$ cat src/sv/bdq_pkg.sv
// ----------------------------------------------------------------------------
// Deque package
// Operation and status codes and the result word shared by the deque modules.
// ----------------------------------------------------------------------------
`default_nettype none

package bdq_pkg;

   localparam logic [2:0] OP_PUSH_FRONT = 3'd0;
   localparam logic [2:0] OP_PUSH_BACK  = 3'd1;
   localparam logic [2:0] OP_SEARCH     = 3'd2;
   localparam logic [2:0] OP_POP_FRONT  = 3'd3;
   localparam logic [2:0] OP_POP_BACK   = 3'd4;
   localparam logic [2:0] OP_REVERSE    = 3'd5;

   localparam logic [1:0] ST_DONE  = 2'd0;
   localparam logic [1:0] ST_EMPTY = 2'd1;
   localparam logic [1:0] ST_FULL  = 2'd2;

   typedef struct packed {
      logic [1:0] status;
      logic       found;
      logic [6:0] count;
   } bdq_result_type;

endpackage

`default_nettype wire

$ cat src/sv/bdq_store.sv
// ----------------------------------------------------------------------------
// Deque entry store
// Single-port-write, single-port-read memory with registered read data.
// ----------------------------------------------------------------------------
`default_nettype none

module bdq_store #(
   parameter int DEPTH = 64,
   parameter int AW    = 6
) (
   input  wire logic          clock,
   input  wire logic          wr_en,
   input  wire logic [AW-1:0] wr_addr,
   input  wire logic [31:0]   wr_data,
   input  wire logic          rd_en,
   input  wire logic [AW-1:0] rd_addr,
   output logic      [31:0]   rd_data
);

   logic [31:0] mem_ff [DEPTH];
   logic [31:0] rd_data_ff;

   always_ff @(posedge clock) begin
      if (wr_en) begin
         mem_ff[wr_addr] <= wr_data;
      end
   end

   always_ff @(posedge clock) begin
      if (rd_en) begin
         rd_data_ff <= mem_ff[rd_addr];
      end
   end

   assign rd_data = rd_data_ff;

endmodule

`default_nettype wire

$ cat src/sv/bdq_seq.sv
// ----------------------------------------------------------------------------
// Deque sequencer
// Holds the ring pointers and direction flag, performs pushes, pops and
// reversal at once, and walks the store one entry per cycle for a search.
// ----------------------------------------------------------------------------
`default_nettype none

module bdq_seq
   import bdq_pkg::*;
#(
   parameter int DEPTH = 64,
   parameter int AW    = 6,
   parameter int CW    = 7
) (
   input  wire logic           clock,
   input  wire logic           reset,
   input  wire logic           req_valid,
   input  wire logic [2:0]     req_opcode,
   input  wire logic [31:0]    req_value,
   input  wire logic           out_free,
   output logic                req_stall,
   output logic                done,
   output bdq_result_type      result,
   output logic                wr_en,
   output logic      [AW-1:0]  wr_addr,
   output logic      [31:0]    wr_data,
   output logic                rd_en,
   output logic      [AW-1:0]  rd_addr,
   input  wire logic [31:0]    rd_data
);

   localparam logic ST_IDLE = 1'b0;
   localparam logic ST_SCAN = 1'b1;

   logic          state_ff, state_in;
   logic [AW-1:0] front_ff, front_in;
   logic [CW-1:0] count_ff, count_in;
   logic          rev_ff, rev_in;
   logic [31:0]   key_ff, key_in;
   logic [AW-1:0] addr_ff, addr_in;
   logic [CW-1:0] issue_ff, issue_in;
   logic          rd_valid_ff, rd_valid_in;
   logic          rd_last_ff, rd_last_in;

   logic          accept;
   logic          full;
   logic          empty;
   logic          issuing;
   logic [AW-1:0] front_dec;
   logic [AW-1:0] front_inc;
   logic [AW-1:0] addr_inc;
   logic [AW:0]   back_sum;
   logic [AW-1:0] back_pos;
   logic [CW+6:0] count_ext;

   assign req_stall = (state_ff != ST_IDLE) || !out_free;
   assign accept    = req_valid && !req_stall;
   assign full      = (count_ff == CW'(DEPTH));
   assign empty     = (count_ff == '0);
   assign issuing   = (issue_ff != count_ff);

   assign front_dec = (front_ff == '0) ? AW'(DEPTH - 1) : front_ff - AW'(1);
   assign front_inc = (front_ff == AW'(DEPTH - 1)) ? '0 : front_ff + AW'(1);
   assign addr_inc  = (addr_ff == AW'(DEPTH - 1)) ? '0 : addr_ff + AW'(1);
   assign back_sum  = {1'b0, front_ff} + (AW+1)'(count_ff);
   assign back_pos  = (back_sum >= (AW+1)'(DEPTH)) ?
                      AW'(back_sum - (AW+1)'(DEPTH)) : AW'(back_sum);
   assign count_ext = {7'b0, count_in};

   always_comb begin
      state_in      = state_ff;
      front_in      = front_ff;
      count_in      = count_ff;
      rev_in        = rev_ff;
      key_in        = key_ff;
      addr_in       = addr_ff;
      issue_in      = issue_ff;
      rd_valid_in   = 1'b0;
      rd_last_in    = 1'b0;
      done          = 1'b0;
      result.status = ST_DONE;
      result.found  = 1'b0;
      wr_en         = 1'b0;
      wr_addr       = back_pos;
      wr_data       = req_value;
      rd_en         = 1'b0;
      rd_addr       = addr_ff;

      unique case (state_ff)
         ST_IDLE: begin
            if (accept) begin
               done = 1'b1;
               unique case (req_opcode)
                  OP_PUSH_FRONT, OP_PUSH_BACK: begin
                     if (full) begin
                        result.status = ST_FULL;
                     end else if ((req_opcode == OP_PUSH_FRONT) != rev_ff) begin
                        front_in = front_dec;
                        wr_en    = 1'b1;
                        wr_addr  = front_dec;
                        count_in = count_ff + CW'(1);
                     end else begin
                        wr_en    = 1'b1;
                        count_in = count_ff + CW'(1);
                     end
                  end
                  OP_SEARCH: begin
                     key_in = req_value;
                     if (!empty) begin
                        done     = 1'b0;
                        state_in = ST_SCAN;
                        addr_in  = front_ff;
                        issue_in = '0;
                     end
                  end
                  OP_POP_FRONT, OP_POP_BACK: begin
                     if (empty) begin
                        result.status = ST_EMPTY;
                     end else if ((req_opcode == OP_POP_FRONT) != rev_ff) begin
                        front_in = front_inc;
                        count_in = count_ff - CW'(1);
                     end else begin
                        count_in = count_ff - CW'(1);
                     end
                  end
                  OP_REVERSE: begin
                     rev_in = !rev_ff;
                  end
                  default: begin
                  end
               endcase
            end
         end
         ST_SCAN: begin
            rd_en = issuing;
            if (issuing) begin
               addr_in  = addr_inc;
               issue_in = issue_ff + CW'(1);
            end
            // Read data comes from the store's output register; compare the word
            // returned for the previous address.
            if (rd_valid_ff && (rd_data == key_ff)) begin
               done         = 1'b1;
               result.found = 1'b1;
               state_in     = ST_IDLE;
            end else if (rd_valid_ff && rd_last_ff) begin
               done     = 1'b1;
               state_in = ST_IDLE;
            end else begin
               rd_valid_in = issuing;
               rd_last_in  = issuing && (issue_ff == count_ff - CW'(1));
            end
         end
         default: begin
            state_in = ST_IDLE;
         end
      endcase

      result.count = count_ext[6:0];
   end

   always_ff @(posedge clock) begin
      if (reset) begin
         state_ff    <= ST_IDLE;
         front_ff    <= '0;
         count_ff    <= '0;
         rev_ff      <= 1'b0;
         issue_ff    <= '0;
         rd_valid_ff <= 1'b0;
         rd_last_ff  <= 1'b0;
      end else begin
         state_ff    <= state_in;
         front_ff    <= front_in;
         count_ff    <= count_in;
         rev_ff      <= rev_in;
         issue_ff    <= issue_in;
         rd_valid_ff <= rd_valid_in;
         rd_last_ff  <= rd_last_in;
      end
   end

   always_ff @(posedge clock) begin
      key_ff  <= key_in;
      addr_ff <= addr_in;
   end

endmodule

`default_nettype wire

$ cat src/sv/bounded_deque_with_search.sv
// ----------------------------------------------------------------------------
// Bounded deque with linear search
// Ring-buffered double-ended queue of 32-bit values with push, pop, reverse
// and a search that compares the held entries one per cycle.
//
//   Channel   Ports                              Direction
//   req       req_valid req_stall req_opcode     in  (word: opcode, value)
//             req_value
//   rsp       rsp_valid rsp_stall rsp_status     out (word: status, found,
//             rsp_found rsp_count                     count)
//
// For push, pop, reverse and search of an empty list the result word is
// valid the cycle after the request is taken.
// A search uses the store's single read port, which reads one entry per
// cycle, and the scan stops at the first match.
// Reset clears the pointers, count and direction flag; the store is not
// cleared since only held entries are ever read.
// req_stall is high during a search and while a result word waits on rsp_stall.
// ----------------------------------------------------------------------------
`default_nettype none

module bounded_deque_with_search
   import bdq_pkg::*;
#(
   parameter int DEPTH = 64
) (
   input  wire logic               clock,
   input  wire logic               reset,
   input  wire logic               req_valid,
   output logic                    req_stall,
   input  wire logic        [2:0]  req_opcode,
   input  wire logic signed [31:0] req_value,
   output logic                    rsp_valid,
   input  wire logic               rsp_stall,
   output logic             [1:0]  rsp_status,
   output logic                    rsp_found,
   output logic             [6:0]  rsp_count
);

   localparam int AW = $clog2(DEPTH);
   localparam int CW = $clog2(DEPTH + 1);

   logic           rsp_valid_ff, rsp_valid_in;
   bdq_result_type rsp_ff;
   bdq_result_type result;
   logic           done;
   logic           out_free;
   logic           wr_en;
   logic [AW-1:0]  wr_addr;
   logic [31:0]    wr_data;
   logic           rd_en;
   logic [AW-1:0]  rd_addr;
   logic [31:0]    rd_data;

   assign out_free = !rsp_valid_ff || !rsp_stall;

   bdq_seq #(
      .DEPTH (DEPTH),
      .AW    (AW),
      .CW    (CW)
   ) u_seq (
      .clock      (clock),
      .reset      (reset),
      .req_valid  (req_valid),
      .req_opcode (req_opcode),
      .req_value  (req_value),
      .out_free   (out_free),
      .req_stall  (req_stall),
      .done       (done),
      .result     (result),
      .wr_en      (wr_en),
      .wr_addr    (wr_addr),
      .wr_data    (wr_data),
      .rd_en      (rd_en),
      .rd_addr    (rd_addr),
      .rd_data    (rd_data)
   );

   bdq_store #(
      .DEPTH (DEPTH),
      .AW    (AW)
   ) u_store (
      .clock   (clock),
      .wr_en   (wr_en),
      .wr_addr (wr_addr),
      .wr_data (wr_data),
      .rd_en   (rd_en),
      .rd_addr (rd_addr),
      .rd_data (rd_data)
   );

   always_comb begin
      rsp_valid_in = rsp_valid_ff;
      if (done) begin
         rsp_valid_in = 1'b1;
      end else if (!rsp_stall) begin
         rsp_valid_in = 1'b0;
      end
   end

   always_ff @(posedge clock) begin
      if (reset) begin
         rsp_valid_ff <= 1'b0;
      end else begin
         rsp_valid_ff <= rsp_valid_in;
      end
   end

   always_ff @(posedge clock) begin
      if (done) begin
         rsp_ff <= result;
      end
   end

   assign rsp_valid  = rsp_valid_ff;
   assign rsp_status = rsp_ff.status;
   assign rsp_found  = rsp_ff.found;
   assign rsp_count  = rsp_ff.count;

   a_no_overwrite: assert property (@(posedge clock) disable iff (reset)
      done |-> out_free)
      else $error("result word produced while the held word is stalled");

   a_accept_progress: assert property (@(posedge clock) disable iff (reset)
      (req_valid && !req_stall) |=> (rsp_valid || req_stall))
      else $error("accepted request neither answered nor in progress");

   a_found_status: assert property (@(posedge clock) disable iff (reset)
      (rsp_valid && rsp_found) |-> (rsp_status == ST_DONE))
      else $error("found flag set with a non-done status");

endmodule

`default_nettype wire
$ cat config.mk
export PLATFORM = sky130hd
export DESIGN_NAME = bounded_deque_with_search
export DESIGN_NICKNAME = d
export VERILOG_FILES = /design/src/sv/bdq_pkg.sv /design/src/sv/bdq_store.sv /design/src/sv/bdq_seq.sv /design/src/sv/bounded_deque_with_search.sv
export SDC_FILE = /design/constraint.sdc
export NUM_CORES = 2
export LEC_CHECK = 0
export BUFFER_PORTS_ARGS = -buffer_cell sky130_fd_sc_hd__buf_2
export CAP_MARGIN = 30
export CORE_MARGIN = 5
export CORE_UTILIZATION = 35
export CTS_CLUSTER_SIZE = 12
export DETAILED_ROUTE_END_ITERATION = 10
export PLACE_DENSITY = 0.5
export SLEW_MARGIN = 25
export SYNTH_ARGS = -nofsm -noshare
export SYNTH_HDL_FRONTEND = slang
export SYNTH_SLANG_ARGS = --single-unit
$ cat constraint.sdc
create_clock -name clock -period 14.6 [get_ports clock]
set_clock_uncertainty 0.15 [all_clocks]
set_input_delay 0.73 -clock clock [delete_from_list [all_inputs] [get_ports clock]]
set_output_delay 0.73 -clock clock [all_outputs]
set_load 0.05 [all_outputs]
== Word-level counts from Yosys, hierarchy flattened ==
Memories as Yosys holds them, arrays and structs flattened. A register that Yosys moved wholly into a read port is not among the register bits.
Index checks and enable logic that the tools add are counted.
Storage, ports and cells
  register bits: 73
  RAM bits: 2048
  bits of input ports: 39
  logic and storage cells: 124
  memories kept: 1
Operators by class
  add/subtract/negate cells: 8
  $lt $le $gt $ge: 1
  equality and inequality tests: 22
  muxes and demuxes: 54
  bitwise gates (word level): 2
  reduce and logical (&&, ||, !) cells: 23
Memory list
  u_store.mem_ff: depth 64, width 32, rd ports 1, clocked after Yosys merged registers in 1, wr ports 1, RTL line bdq_store.sv:20  | logic [31:0] mem_ff [DEPTH];
Operators by type and width (count)
  $mux W6: 17
  $mux W7: 8
  $eq A32 B32 Y1: 1
  $pmux W7 S2: 2
  $pmux W6 S2: 2
  $mux W1: 21
  $add A7 B1 Y7 const B: 2
  $add A6 B1 Y6 const B: 2
  $eq A6 B6 Y1 const B: 2
  $sub A6 B1 Y6 const B: 2
  $ne A2 B2 Y1 const B: 5
  $ne A2 B1 Y1 const B: 4
  $add A6 B7 Y7: 1
  $eq A7 B7 Y1: 1
  $eq A7 B7 Y1 const B: 1
  $ge A7 B7 Y1 const B: 1
  $logic_not A7 Y1: 1
  $ne A7 B7 Y1: 1
  $reduce_and A7 Y1: 1
  $sub A7 B1 Y7 const B: 1
  $eq A3 B2 Y1 const B: 2
  $eq A3 B3 Y1 const B: 2
  $logic_not A6 Y1: 1
  $reduce_and A3 Y1: 2
  14 further kinds: 27

== Logic depth before layout (Yosys ltp) ==
  depth after elaboration: 10
  mapped depth: 12

== By module ==
From an unflattened synthesis, not the netlist that was laid out.
Unflattened totals
  cell total of the unflattened synthesis: 3779
  area total of the unflattened synthesis: 83396.2 µm²
Modules (own cells, without submodules)
  bdq_store: instances 1, cells an instance 3324, area each 78835.6 µm², seq. area each 62459.9 µm²
  bdq_seq: instances 1, cells an instance 441, area each 4227.8 µm², seq. area each 1621.6 µm²
  bounded_deque_with_search: instances 1, cells an instance 14, area each 332.8 µm², seq. area each 320.3 µm²

== Worst setup path before layout ==
OpenSTA, ideal clock, no wires.
  path kind: register to register
  start point: register u_seq.count_ff[0]
  end point: memory u_store.mem_ff[36][0] (enable)
  setup time: 0.513 ns
  arrival time: 5.676 ns
  slack: 8.261 ns
  cell stages (with the launch flop): 12
  buffers on the path: 3
  path through: dfxtp_1 -> clkbuf_1 -> inv_1 -> ha_1 -> or3b_1 -> nor3_1 -> or3_1 -> buf_2 -> buf_4 -> nor4bb_1 -> o21bai_1 -> nor4b_1
Between the ends
  cells in the longest elaborated chain, start to end: 8
  elaborated cells on any way between the ends: 16
  classes of those cells: add/sub (2); order compare (1); eq/ne (1); mux (12)
Ends and longest elaborated chain
  from (decl): RTL line bdq_seq.sv:37  | logic [CW-1:0] count_ff, count_in;
  from (signal assigned): RTL line bdq_seq.sv:174  | count_ff <= count_in;
  $add A6 B7 Y7: RTL line bdq_seq.sv:65  | assign back_sum = {1'b0, front_ff} + (AW+1)'(count_ff);
  $sub A6 B1 Y6 or $ge A7 B7 Y1 (tied branches): RTL line bdq_seq.sv:67, bdq_seq.sv:66
  $mux W6: RTL line bdq_seq.sv:66  | assign back_pos = (back_sum >= (AW+1)'(DEPTH)) ?
  $mux W6: RTL line bdq_seq.sv:97  | end else if ((req_opcode == OP_PUSH_FRONT) != rev_ff) begin
  $mux W6: RTL line bdq_seq.sv:95  | if (full) begin
  $mux W6: RTL line bdq_seq.sv:93  | unique case (req_opcode)
  $mux W6: RTL line bdq_seq.sv:91  | if (accept) begin
  $mux W6: RTL line bdq_seq.sv:89  | unique case (state_ff)
  to (decl): RTL line bdq_store.sv:20
Parallel ways exist; a longest one is shown, timed or not.

== Worst setup path after layout ==
  start point: register u_seq.count_ff[1]
  end point: memory u_store.mem_ff[58][22] (enable)
The elaborated chain is that of the path after synthesis.

==> impl_results.md <==
* Setup CP Type: reg2reg
* Final Power at 12.3 mW
* Vias in the first global route at approximately 40,000
* Fin. Hold Viols at 0
* Setup tns final at 0 ns
* Top-area cell type share of the netlist area at 76.8%
* Outcome: complete, no violations
* Final period utilization at 35.4%
* Die ar. at ~0.25 mm^2
* Met3 Usage GRT at ~2.6%
* Maximum vdd drop at 0.127 mV
* Main synth FF type: edfxtp_1
* Gr ovfl total at 0
* Post-Synth Adder-Cell Area at less than 1%
* Sequential Area at about 0.064 mm^2
* DR WL/cell at just over 30 um
* GRT met2 Usage at roughly 28%
* Top post-synthesis cells by area: edfxtp_1 77%, mux4_2 15%, mux2i_1 1.3%
* Hold_ws at ~0.16 ns
* Vias at approximately 39,000
* Setup Fix Bufs, Post-CTS at 0
* Initial antenna violation count at 21
* Starting density of the core at 35.1%
* Area Overhead vs Synth at 14.2%
* Clk root buf: clkbuf_16
* Number of port buffers at 50
* Largest net degree at the start of global routing at around 130
* RSZ-0062 raised after global routing: false
* Pwr Density at ~130 mW/mm^2
* Core region area at about 0.24 mm^2
* GR peak layer: met2
* Xor and xnor area share after synthesis at less than 1%
* Vias per cell at roughly 5.4
* Post-synthesis mux area share at 16.7%
* Hold buffers post-CTS at 0
* Clock latency on the worst-skew pair at 0.85 ns
* DRC at 0
* Die height at between 400 and 500 um
* Slew Limit Fails at 0
* R2R Setup Slk at 9.44 ns
* Utilization after layout at 40.1%
* Synth warnings at 0
* Final number of setup-violating endpoints at 0
* Yosys cell types at 66
* Drt pass-1 iters at 7
* Leakage power at between 20 and 30 nW
* CTS Sinks at 2,153
* Cells after synthesis at about 3,700
* First DRT Iteration DRCs at between 4,000 and 5,000
* First-pass GRT wire length at between 300 and 400 mm
* Clock transition at the registers of the reported paths at 0.06 ns
* Clock buffer count from CTS at 220
* Worst setup SP type: flop
* Max FO, Critical Path at 32
* Crit path time final at between 5 and 6 ns
* Mean Syn Cell Area at 22.4 um^2
* Die W at around 500 um
* Mapped Area at between 0.08 and 0.09 mm^2
* Leading area contributor after synthesis: edfxtp_1
* CP Capture Type: flop
* Final GP Congestion at just under 0.8
* Worst Hold Class: in2reg
* Max Cap Viol at 0
* Post-Syn Nets at between 3,000 and 4,000
* Synthesis-stage register bit count at between 2,000 and 2,500
* Global routing usage on met1 at between 20% and 30%
* Sequential area share after synthesis at 77.4%
* CP required at 14.92 ns
* Compound-gate portion of the synthesized area at about 2.1%
* Total routed wirelength at about 220 mm
* Largest family of logic cells by synthesized area: multiplexers
* Layout cells sized above 1 at around 28%
* Cell Rows at 179
* # IOs at slightly above 50
* Post-placement cell count at 6,884
* Fin nets at about 4,000
* Worst path arrival time at 5.48 ns
* Clock Path Buffers at 3
* FMAX at a little under 200 MHz
* Placed wire-length estimate at approximately 120 mm
* Cts repair resizes at 0
* Worst Tran Pin Value at 1.15 ns
* H-tree levels at 4
* Slew headroom at between 20 and 25%
* All-Layer GR Usage at 17.5%
* FFs w/ async S/R, synth at 0%
* TritonCTS clock tree: built
* Antenna Nets Post-Route at 0
* Fillcell total at around 21,000
* Final cell count without fillers at 7,281
* Number of enable flip-flop cells after synthesis at approximately 2,100
* Multi-input gate area at roughly 0.019 mm^2
* Simple-gate area share of the yosys netlist at 1.88%
-- synth_stat cells (all sizes together) (5+ instances only) --
library cell and number:
edfxtp 2128, mux4 564, clkbuf 116, mux2i 112
nand2 95, nor2 88, buf 87, o22ai 70
a21oi 59, xnor2 51, a211oi 39, a22oi 34
nor3 27, dfxtp 25, o21ai 21, inv 16
nand3 16, nor2b 16, nand4 14, ha 12
xor2 12, and3 11, nand2b 11, nor4 6
o221ai 6, or3 6, a31oi 5, and2 5
o31ai 5, or2 5, or4 5
-- path summary, 6_finish.rpt --
check	start	end	cells after the start
hold reg to reg	u_seq.issue_ff[1]	u_seq.issue_ff[1]	2
setup / recovery	u_seq.count_ff[1]	u_store.mem_ff[58][22]	10
setup reg to reg	u_seq.count_ff[1]	u_store.mem_ff[58][22]	10
hold / removal	rsp_stall	rsp_valid	4
-- final cells by class --
class	count	share of cell area, %
diodes	6	0.0158
clock buffers	295	6.16
clock inverters	93	0.716
inverters	16	0.0631
multi-input cells	1350	19.5
flip-flops and latches	2153	67.7
well taps	3167	4.17
repair buffers	201	1.67
-- where the power goes --
part	internal, mW	switching [mW]	total (mW)
Clock	2.90	2.31	5.21
Sequential	6.81	0.00679	6.81
Combinational	0.0493	0.197	0.246
Total	9.76	2.51	12.3
-- per-stage QoR --
stage	setup WS [ns]	area (um^2)
2_1_floorplan	8.26	83300
3_3_place_gp	9.29	88300
3_5_place_dp	9.44	88500
4_1_cts	9.46	95000
5_1_grt	9.16	95100
6_report	9.44	95100
-- kinds of logic (layout without fill, tap and decap cells) --
| kind of cell | count (synthesis) | in the layout |
|---|---|---|
| AOI/OAI and AO/OA | 272 | 272 |
| xor gates and xnor gates | 63 | 63 |
| adders and majority gates | 13 | 13 |
| buffers and inverters | 219 | 605 |
| DFF | 2153 | 2153 |
| muxes | 680 | 680 |
| other | 0 | 6 |
| and+or+nand+nor | 322 | 322 |
-- registers in the layout, summed over array words and instances (netlist names) --
register / count
u_seq.rd_addr: 6
rsp_found: 1
u_seq.rd_last_ff: 1
u_seq.count_ff: 7
u_seq.front_ff: 6
u_seq.issue_ff: 7
u_store.mem_ff: 2048
u_store.rd_data: 32
rsp_status: 2
rsp_valid: 1
u_seq.state_ff: 1
u_seq.key_ff: 32
u_seq.rev_ff: 1
rsp_count: 7
u_seq.rd_valid_ff: 1
-- worst max-delay path, cell delays in order (launching register included) --
cell	delay, ns
dfxtp_1	0.42
inv_1	0.10
ha_1	0.25
or3b_1	0.41
nor3_1	0.25
or3_1	0.53
mux2i_1	0.85
nand4_1	0.74
buf_8	0.39
nor2_4	0.10
buf_4	0.54
-- routing by layer --
metal / part of all wire [%] / up-vias
li1: - / 16300
met1: 44 / 21500
met2: 48 / 1220
met3: 6.1 / 272
met4: 2.1 / 6
met5: 0.10 / -
-- cell usage in the layout, fill, tap and decap left out, types with 11 or more instances in the layout --
cell,synthesis,final
a211oi_2,0,17
xnor2_1,51,51
buf_4,2,131
edfxtp_1,2128,2128
mux4_2,564,564
nor2_1,87,37
clkbuf_16,0,221
nand2_1,95,95
xor2_1,12,12
nand3_1,16,16
mux2i_1,112,112
clkinv_1,0,49
ha_1,12,12
nor2b_1,16,14
buf_2,55,52
nand2b_1,11,11
o21ai_0,19,19
o22ai_1,70,70
a21oi_1,59,59
inv_1,16,16
a211oi_1,39,19
dfxtp_1,25,25
clkinv_2,0,24
nor3_1,24,18
a22oi_1,34,34
nand4_1,14,14
clkbuf_1,116,69
nor2_4,0,50
Power figures use the tool's default switching activity.
